## src/hdl/assert_macros.svh

```systemverilog
// Assertion macros for the receiver RTL.
`ifndef ASSERT_MACROS_SVH
`define ASSERT_MACROS_SVH

// Concurrent check on clk, disabled while rst is high.
`define MLFR_ASSERT(lbl, prop, msg) \
  lbl: assert property (@(posedge clk) disable iff (rst) (prop)) else $error(msg);

// Concurrent check on clk that also holds during reset.
`define MLFR_ASSERT_ALWAYS(lbl, prop, msg) \
  lbl: assert property (@(posedge clk) (prop)) else $error(msg);

`endif

```

## src/hdl/mlfr_pkg.sv

```systemverilog
// Types, constants and marker table for the marker/length frame receiver.
`default_nettype none

package mlfr_pkg;

  typedef enum logic [1:0] {
    PH_HUNT = 2'd0,
    PH_LEN  = 2'd1,
    PH_DATA = 2'd2
  } phase_t;

  localparam logic [3:0]  MARKER_LAST  = 4'd9;
  localparam logic [7:0]  MARKER_FIRST = 8'h57;
  localparam logic [1:0]  LEN_LAST     = 2'd3;
  localparam logic [13:0] MAX_PAYLOAD_RESET = 14'd8192;

  typedef struct packed {
    logic        valid;
    logic [7:0]  payload_byte;
    logic [12:0] payload_index;
    logic        frame_done;
    logic [13:0] frame_length;
  } mlfr_result_t;

  // "WASMUPDATE"
  function automatic logic [7:0] marker_char(input logic [3:0] pos);
    logic [7:0] c;
    case (pos)
      4'd0: c = 8'h57;
      4'd1: c = 8'h41;
      4'd2: c = 8'h53;
      4'd3: c = 8'h4D;
      4'd4: c = 8'h55;
      4'd5: c = 8'h50;
      4'd6: c = 8'h44;
      4'd7: c = 8'h41;
      4'd8: c = 8'h54;
      4'd9: c = 8'h45;
      default: c = MARKER_FIRST;
    endcase
    return c;
  endfunction

endpackage

`default_nettype wire

```

## src/hdl/mlfr_parser.sv

```systemverilog
// Frame parser: marker hunt, length assembly and payload indexing, one beat per step.
`default_nettype none
`include "assert_macros.svh"

module mlfr_parser import mlfr_pkg::*; #(
  parameter int BUFFER_BYTES = 8192
) (
  input  wire logic         clk,
  input  wire logic         rst,
  input  wire logic         step,
  input  wire logic [7:0]   rx_byte,
  input  wire logic [13:0]  max_payload,
  output mlfr_result_t      res
);

  // max_payload is 14 bits, so a buffer above that never limits.
  localparam int CapInt = (BUFFER_BYTES > 16383) ? 16383 : BUFFER_BYTES;
  localparam logic [13:0] BUF_CAP = 14'(CapInt);

  phase_t      phase, phase_next;
  logic [3:0]  marker_pos, marker_pos_next;
  logic [13:0] len_low, len_low_next;   // length bits 13:0
  logic        len_hi, len_hi_next;     // any of length bits 31:14 set
  logic [1:0]  len_cnt, len_cnt_next;
  logic [13:0] pay_pos, pay_pos_next;

  logic [13:0] limit;
  logic [13:0] merge_low;
  logic        merge_hi;
  logic [13:0] len_low_acc;
  logic        len_hi_acc;
  logic        reject;
  logic [13:0] pay_pos_inc;
  logic        last;

  assign limit = (max_payload > BUF_CAP) ? BUF_CAP : max_payload;

  always_comb begin
    merge_low = '0;
    merge_hi  = 1'b0;
    case (len_cnt)
      2'd0: merge_low[7:0] = rx_byte;
      2'd1: begin
        merge_low[13:8] = rx_byte[5:0];
        merge_hi        = |rx_byte[7:6];
      end
      default: merge_hi = |rx_byte;
    endcase
  end

  assign len_low_acc = len_low | merge_low;
  assign len_hi_acc  = len_hi | merge_hi;
  assign reject      = len_hi_acc || (len_low_acc == '0) || (len_low_acc > limit);
  assign pay_pos_inc = pay_pos + 14'd1;
  assign last        = (pay_pos_inc == len_low);

  // next state
  always_comb begin
    phase_next      = phase;
    marker_pos_next = marker_pos;
    len_low_next    = len_low;
    len_hi_next     = len_hi;
    len_cnt_next    = len_cnt;
    pay_pos_next    = pay_pos;
    case (phase)
      PH_LEN: begin
        len_low_next = len_low_acc;
        len_hi_next  = len_hi_acc;
        len_cnt_next = len_cnt + 2'd1;
        if (len_cnt == LEN_LAST) begin
          if (reject) begin
            phase_next      = PH_HUNT;
            marker_pos_next = '0;
          end else begin
            phase_next   = PH_DATA;
            pay_pos_next = '0;
          end
        end
      end
      PH_DATA: begin
        pay_pos_next = pay_pos_inc;
        if (last) begin
          phase_next      = PH_HUNT;
          marker_pos_next = '0;
        end
      end
      default: begin
        phase_next = PH_HUNT;
        if (rx_byte == marker_char(marker_pos)) begin
          if (marker_pos == MARKER_LAST) begin
            phase_next      = PH_LEN;
            marker_pos_next = '0;
            len_low_next    = '0;
            len_hi_next     = 1'b0;
            len_cnt_next    = '0;
          end else begin
            marker_pos_next = marker_pos + 4'd1;
          end
        end else begin
          // restart, keeping this byte if it opens a new marker
          marker_pos_next = (rx_byte == MARKER_FIRST) ? 4'd1 : 4'd0;
        end
      end
    endcase
  end

  // outputs
  always_comb begin
    res.valid         = (phase == PH_DATA);
    res.payload_byte  = rx_byte;
    res.payload_index = pay_pos[12:0];
    res.frame_done    = (phase == PH_DATA) && last;
    res.frame_length  = ((phase == PH_DATA) && last) ? len_low : 14'd0;
  end

  always_ff @(posedge clk) begin
    if (rst) begin
      phase      <= PH_HUNT;
      marker_pos <= '0;
      len_low    <= '0;
      len_hi     <= 1'b0;
      len_cnt    <= '0;
      pay_pos    <= '0;
    end else if (step) begin
      phase      <= phase_next;
      marker_pos <= marker_pos_next;
      len_low    <= len_low_next;
      len_hi     <= len_hi_next;
      len_cnt    <= len_cnt_next;
      pay_pos    <= pay_pos_next;
    end
  end

  `MLFR_ASSERT_ALWAYS(a_marker_pos_range, rst || marker_pos <= MARKER_LAST, "marker position out of range")
  `MLFR_ASSERT(a_pay_pos_below_len, (phase == PH_DATA) |-> (pay_pos < len_low), "payload position past length")
  `MLFR_ASSERT(a_done_to_hunt, (step && res.frame_done) |=> (phase == PH_HUNT && marker_pos == '0), "frame end did not return to hunt")

endmodule

`default_nettype wire

```

## src/hdl/marker_length_frame_receiver.sv

```systemverilog
// Top level: input register, max_payload register, parser and result register.
// An accepted beat is held in the input register, then passes through the parser into the result register.
// Throughput: one byte per cycle while the result register is empty or being taken;
// the result register advances only then, and the input register also loads whenever it is empty.
// Bytes of marker and length produce no result beat.
// Reset (rst, synchronous): hunt at marker position 0, max_payload = 8192, no beats held.
`default_nettype none

module marker_length_frame_receiver import mlfr_pkg::*; #(
  parameter int BUFFER_BYTES = 8192
) (
  input  wire logic         clk,
  input  wire logic         rst,
  input  wire logic         cfg_wr_en,
  input  wire logic [13:0]  cfg_wr_data,
  input  wire logic         in_valid,
  output logic              in_ready,
  input  wire logic [7:0]   rx_byte,
  output logic              out_valid,
  input  wire logic         out_ready,
  output logic [7:0]        payload_byte,
  output logic [12:0]       payload_index,
  output logic              frame_done,
  output logic [13:0]       frame_length
);

  logic         s1_valid;
  logic [7:0]   s1_byte;
  logic [13:0]  max_payload;
  logic         advance;
  logic         step;
  mlfr_result_t res;

  assign advance  = !out_valid || out_ready;
  assign step     = s1_valid && advance;
  assign in_ready = !s1_valid || advance;

  always_ff @(posedge clk) begin
    if (rst) begin
      max_payload <= MAX_PAYLOAD_RESET;
    end else if (cfg_wr_en) begin
      max_payload <= cfg_wr_data;
    end
  end

  always_ff @(posedge clk) begin
    if (rst) begin
      s1_valid <= 1'b0;
    end else if (in_ready) begin
      s1_valid <= in_valid;
    end
  end

  always_ff @(posedge clk) begin
    if (in_valid && in_ready) begin
      s1_byte <= rx_byte;
    end
  end

  mlfr_parser #(
    .BUFFER_BYTES(BUFFER_BYTES)
  ) u_parser (
    .clk         (clk),
    .rst         (rst),
    .step        (step),
    .rx_byte     (s1_byte),
    .max_payload (max_payload),
    .res         (res)
  );

  always_ff @(posedge clk) begin
    if (rst) begin
      out_valid <= 1'b0;
    end else if (advance) begin
      out_valid <= step && res.valid;
    end
  end

  always_ff @(posedge clk) begin
    if (step && res.valid) begin
      payload_byte  <= res.payload_byte;
      payload_index <= res.payload_index;
      frame_done    <= res.frame_done;
      frame_length  <= res.frame_length;
    end
  end

endmodule

`default_nettype wire

```

## config.mk

```make
export PLATFORM = sky130hd
export DESIGN_NAME = marker_length_frame_receiver
export DESIGN_NICKNAME = d
export VERILOG_FILES = /design/src/hdl/mlfr_pkg.sv /design/src/hdl/mlfr_parser.sv /design/src/hdl/marker_length_frame_receiver.sv
export VERILOG_INCLUDE_DIRS = /design/src /design/src/hdl
export SDC_FILE = /design/constraint.sdc
export NUM_CORES = 1
export LEC_CHECK = 0
export BUFFER_PORTS_ARGS = -buffer_cell sky130_fd_sc_hd__buf_2
export CAP_MARGIN = 20
export CORE_AREA = 2 2 105 107
export DETAILED_ROUTE_END_ITERATION = 7
export DIE_AREA = 0 0 107 109
export PLACE_DENSITY = 0.78
export SLEW_MARGIN = 20
export SYNTH_ARGS = -nofsm -noshare
export SYNTH_HDL_FRONTEND = slang
export SYNTH_SLANG_ARGS = --single-unit
export TNS_END_PERCENT = 5
```

## constraint.sdc

```tcl
create_clock -name clk -period 4.4 [get_ports clk]
set_input_delay 0.44 -clock clk [delete_from_list [all_inputs] [get_ports clk]]
set_output_delay 0.44 -clock clk [all_outputs]
set_load 0.02 [all_outputs]
```

==> results of run 1 <==
==> area by class of cell <==
type / count / area, um^2 / share of cell area (%)
tap: 140 / 175 / 3.02
inverter: 21 / 78.8 / 1.36
clock inverter: 5 / 67.6 / 1.16
timing repair buffer: 75 / 403 / 6.95
multi-input combinational: 374 / 2460 / 42.5
sequential: 102 / 2480 / 42.8
clock buffer: 11 / 131 / 2.26
==> sequential cells by signal, indices dropped and copies added, names as in the netlist, 2 cells and up, named ones only <==
signal	count
u_parser.len_cnt	2
u_parser.len_low	14
payload_byte	8
u_parser.marker_pos	4
frame_length	14
payload_index	13
max_payload	14
s1_byte	8
u_parser.pay_pos	14
u_parser.phase	2
==> through the flow <==
stage | hold WS, ns | utilization [%]
after floorplan | 0.403 | -
after global placement | 0.461 | 52.7
after detailed placement | 0.471 | 52.7
after CTS | 0.236 | 54.6
after global routing | 0.224 | 54.7
final | 0.242 | 54.7
==> per-layer routing <==
| layer | vias to the layer above | GRT usage (%) | wire [um] |
|---|---|---|---|
| met4 | 0 | 7.51 | 244 |
| met3 | 23 | 3.35 | 653 |
| li1 | 2002 | - | - |
| met1 | 1977 | 26.8 | 5270 |
| met2 | 135 | 33.3 | 5480 |
| met5 | - | 0 | 0 |
==> worst max-delay path: cells and delay by family (launching register included) <==
kind,cells,cell delay (ns)
fa+ha+maj,3,0.93
flops,1,0.39
compound gates,8,1.94
buf+inv,5,0.46
simple gates,3,0.35
==> layout by cell type (no fill, tap or decap), types with 13 or more instances in the layout <==
cell type / count
a21o_1: 14
a21oi_1: 40
and2_1: 18
buf_2: 64
dfxtp_1: 58
edfxtp_1: 44
ha_1: 22
inv_1: 19
mux2i_1: 16
nand2_1: 46
nor2_1: 46
nor3_1: 14
o21ai_0: 21
xnor2_1: 13
==> where the power goes <==
group / internal [mW] / switching, mW / leakage (nW)
Clock: 0.272 / 0.333 / 0.100
Combinational: 0.0474 / 0.0586 / 1.36
Sequential: 0.997 / 0.0142 / 0.946
==> worst paths after layout <==
path | slack, ns | cells past startpoint | to | from
hold reg to reg | 0.49 | 2 | u_parser.phase[1] | u_parser.phase[1]
hold / removal | 0.24 | 1 | s1_byte[1] | rx_byte[1]
setup reg to reg | 0.23 | 19 | flip-flop | u_parser.len_cnt[0]
setup / recovery | 0.23 | 19 | flip-flop | u_parser.len_cnt[0]
==> logic make-up after synthesis <==
kind of cell | after synthesis | synth area share, %
buffers and inverters | 45 | 3.53
multiplexers | 17 | 3.35
flip-flops | 102 | 48.6
AO/OA/AOI/OAI | 112 | 14.2
adder cells (fa/ha/maj) | 22 | 5.39
XOR/XNOR | 23 | 4.09
AND/OR/NAND/NOR | 200 | 20.9
==> flow_summary.ini, run 1 <==
[outcome]
status = complete, no violations

[synth]
yosys-top-cells-area = edfxtp_1, dfxtp_1, ha_1, a21oi_1, nand2_1
synthCells = 521
seq_area_frac_synth_pct = 48.6
synth_ff_type = dfxtp_1
synth_most_common_cell = dfxtp_1
syn_area_um2 = 5110
synth_warnings = 0
synth_nets = 570
syn_avg_cell_area_um2 = 9.81
synth_top_area_share_pct = 25.9
synthArstFlopShare_pct = 0
ys_ff_latch = 102
synth_edf_count = 44
synth_top_area_cell = edfxtp_1
synth_common_cells = dfxtp_1, nand2_1, nor2_1
ys_types = 69

[timing]
worst_pin_slew_ns = 0.612
max_freq_mhz = 240
finalHoldViolCount = 0
fin_ws_ns = 0.229
maxSlewViolCount = 0
setup_violations = 0
slew_headroom_pct = 59.1
period_needed_ns = 4.17
setup_tns_ns = 0
min_period_over_period_pct = 94.8
fin_skew_ns = 0.0130

[worst_setup_path]
crit_chain = inv_1 -> ha_1 -> a21oi_2 -> inv_1 -> ha_1 -> a21o_1 -> a221o_1 -> a221oi_1 -> a21oi_4 -> nor2_1 -> or3_1 -> buf_4 -> o21ai_0 -> a21oi_2 -> inv_2 -> ha_1 -> inv_1 -> nor3_1 -> a311o_1
critPathCaptureType = flip-flop
crit_required_ns = 4.67
crit_slowest_cell = a221oi_1
critPathArrivalTime_ns = 4.44
critical_path.max_fanout = 9
slowest_delay_ns = 0.44
worst-setup-path-type = reg2reg
crit_path_start_kind = flip-flop

[clock_tree]
clk_latency_ns = 0.37
ctsResizeCount = 0
clock-sinks = 102
clk_pin_slew_worst_paths_ns = 0.10
cts_tree = built
cts_made_buffers = 9
h-tree-depth = 3
postCtsHoldBufs = 0
cts.path.max_buffers = 2
cts_root_buf = clkbuf_8
post_cts.repair.setup_buffers = 0

[floorplanning]
die_area_um2 = 11700
die_y_um = 109
ios = 65
core_um2 = 10600
rows = 38
start_util_pct = 48.2
die_w_um = 107

[layout]
finalInstanceArea_um2 = 5800
diodes = 0
nets = 632
fillCellCount = 915
fin_cells = 728
drive_gt1_share_pct = 18.9
area_delta_synth_final_pct = 13.5

[placed_design]
routabilityCongestion = 0.932
placedCellCount = 712
port_buffers = 64
dp_hpwl_mm = 8.39
placed_area_um2 = 5590
pre_cts_slack_ns = 0.206

[routing]
routedWlPerCell_um = 16.0
wl_mm = 11.6
drc = 0
firstDrtPassIters = 5
via_per_inst = 5.68
postRouteAntennaNets = 0
vias = 4137
drtIter0Drc = 195

[grt]
grt_antenna_before_repair = 0
grt_pass1_wl_mm = 18.6
track_usage_pct = 20.2
overflow = 0
grt_pass1_vias = 3868
grt_max_degree = 43

[run]
drv_cap = 0

[pwr]
p_leak_nw = 2.41
power_density_nw_per_um2 = 297
power.total_mw = 1.72
ir_drop_uv = 185

[min_path]
min_path_type = in2reg
Note: power is estimated with default switching activity, not from simulation.
==> inputs of run 2 (changes only) <==
clock period = 4.3 ns   (was 4.4 ns; I/O delays follow)
==> flow_summary.ini, run 2 (synthesized netlist as in run 1, its figures left out) <==
[pwr]
seqPwrFrac_pct = 60.2
p_leak_nw = 2.41
power_density_nw_per_um2 = 296
clkPwrFrac_pct = 33.7
p_switching_mw = 0.400
p_comb_share_pct = 6.1
power.total_mw = 1.72
netSwitchingFraction_pct = 23.3
ir_drop_uv = 199
intPower_mw = 1.32

[routing]
via_per_inst = 5.67
firstDrtPassIters = 5
wl_mm = 11.6
vias = 4139
postRouteAntennaNets = 0
routedWlPerCell_um = 15.9
drc = 0
drtIter0Drc = 222

[placed_design]
dp_hpwl_mm = 8.52
routabilityCongestion = 0.911
placedCellCount = 714
port_buffers = 64
pre_cts_slack_ns = 0.0944

[clock_tree]
clk_pin_slew_worst_paths_ns = 0.10
cts_made_buffers = 9
clk_latency_ns = 0.38
cts.path.max_buffers = 2
cts_root_buf = clkbuf_8
cts_tree = built
h-tree-depth = 3
postCtsHoldBufs = 0
clock-sinks = 102

[timing]
finalHoldViolCount = 0
min_period_over_period_pct = 96.0
fin_ws_ns = 0.172
setup_violations = 0
worst_pin_slew_ns = 0.921
setup_tns_ns = 0
fin_skew_ns = 0.0161
rsz0062_at_grt = false
period_needed_ns = 4.13
max_freq_mhz = 242
slew_headroom_pct = 38.5
holdWs_ns = 0.215
maxSlewViolCount = 0

[grt]
grt_pass1_vias = 3851
track_usage_pct = 21.0
grt_max_degree = 44
grt_antenna_before_repair = 0
overflow = 0
grt_pass1_wl_mm = 19.0

[worst_setup_path]
critPathCaptureType = flip-flop
crit_family = simple AND/OR/NAND/NOR gates
crit_chain = nand4_2 -> or4_1 -> xnor2_1 -> or3_1 -> o31a_1 -> or3_1 -> or3_1 -> a21oi_2 -> inv_2 -> ha_1 -> inv_1 -> nor3_1 -> a311o_1
critical_path.max_fanout = 12
cpMostUsedCell = or3_1
crit_path_start_kind = flip-flop
slowest_delay_ns = 0.63
crit_slowest_cell = or4_1
path_buf_inv = 2
worst-setup-path-type = reg2reg
critPathArrivalTime_ns = 4.40
crit_required_ns = 4.58

[layout]
diodes = 0
mostFrequentLayoutCells = buf_2, dfxtp_1, nor2_1, nand2_1, edfxtp_1
fin_cells = 730
fillCellCount = 927
nets = 634
final_common_cell = buf_2
area_delta_synth_final_pct = 13.5
drive_gt1_share_pct = 19.8

[min_path]
min_path_type = in2reg

[run]
drv_cap = 0

[floorplanning]
die_w_um = 107
rows = 38
ios = 65
die_y_um = 109
start_util_pct = 48.2
core_um2 = 10600
die_area_um2 = 11700

[outcome]
status = complete, no violations
-- run 2: through the flow --
stage,utilization (%),cell area (um^2)
after detailed placement,52.8,5600
final,54.7,5800
after floorplan,-,5110
after global placement,52.8,5600
after global routing,54.7,5800
after CTS,54.6,5790
-- run 2: repair_timing --
item,CTS,global route
setup endpoints to repair,0,2
gates resized for setup,0,4
buffers inserted,0,0
-- run 2: power groups by stage --
stage / sequential, mW / clock [mW] / combinational (mW)
final: 1.03 / 0.579 / 0.105
after global routing: 1.04 / 0.627 / 0.117
after CTS: 1.03 / 0.591 / 0.105
after detailed placement: 1.06 / 0 / 0.104
after global placement: 1.06 / 0 / 0.0996
after floorplan: 1.05 / 0 / 0.0665
-- run 2: worst paths after layout --
path                                          start           endpoint  slack (ns)  cells after the start
worst max register to register  u_parser.pay_pos[4]          flip-flop        0.17                     13
worst min register to register    u_parser.phase[1]  u_parser.phase[1]        0.48                      2
worst max-delay path            u_parser.pay_pos[4]          flip-flop        0.17                     13
worst min-delay path                     rx_byte[6]         s1_byte[6]        0.22                      1
-- run 2: final cells by class --
type                    instances  area, um^2  area share (%)
clock inverters                 4        28.8           0.496
multi-input cells             374        2460            42.4
flip-flops and latches        102        2480            42.8
well taps                     140         175            3.02
inverters                      21        78.8            1.36
clock buffers                  12         159            2.74
repair buffers                 77         418            7.20
-- run 2: per-layer routing --
layer | wire [um] | global-route usage (%) | up-vias
met5 | 0 | 0 | -
met4 | 255 | 7.79 | 0
met3 | 668 | 4.00 | 22
met2 | 5520 | 34.8 | 136
met1 | 5140 | 27.5 | 1972
li1 | - | - | 2009
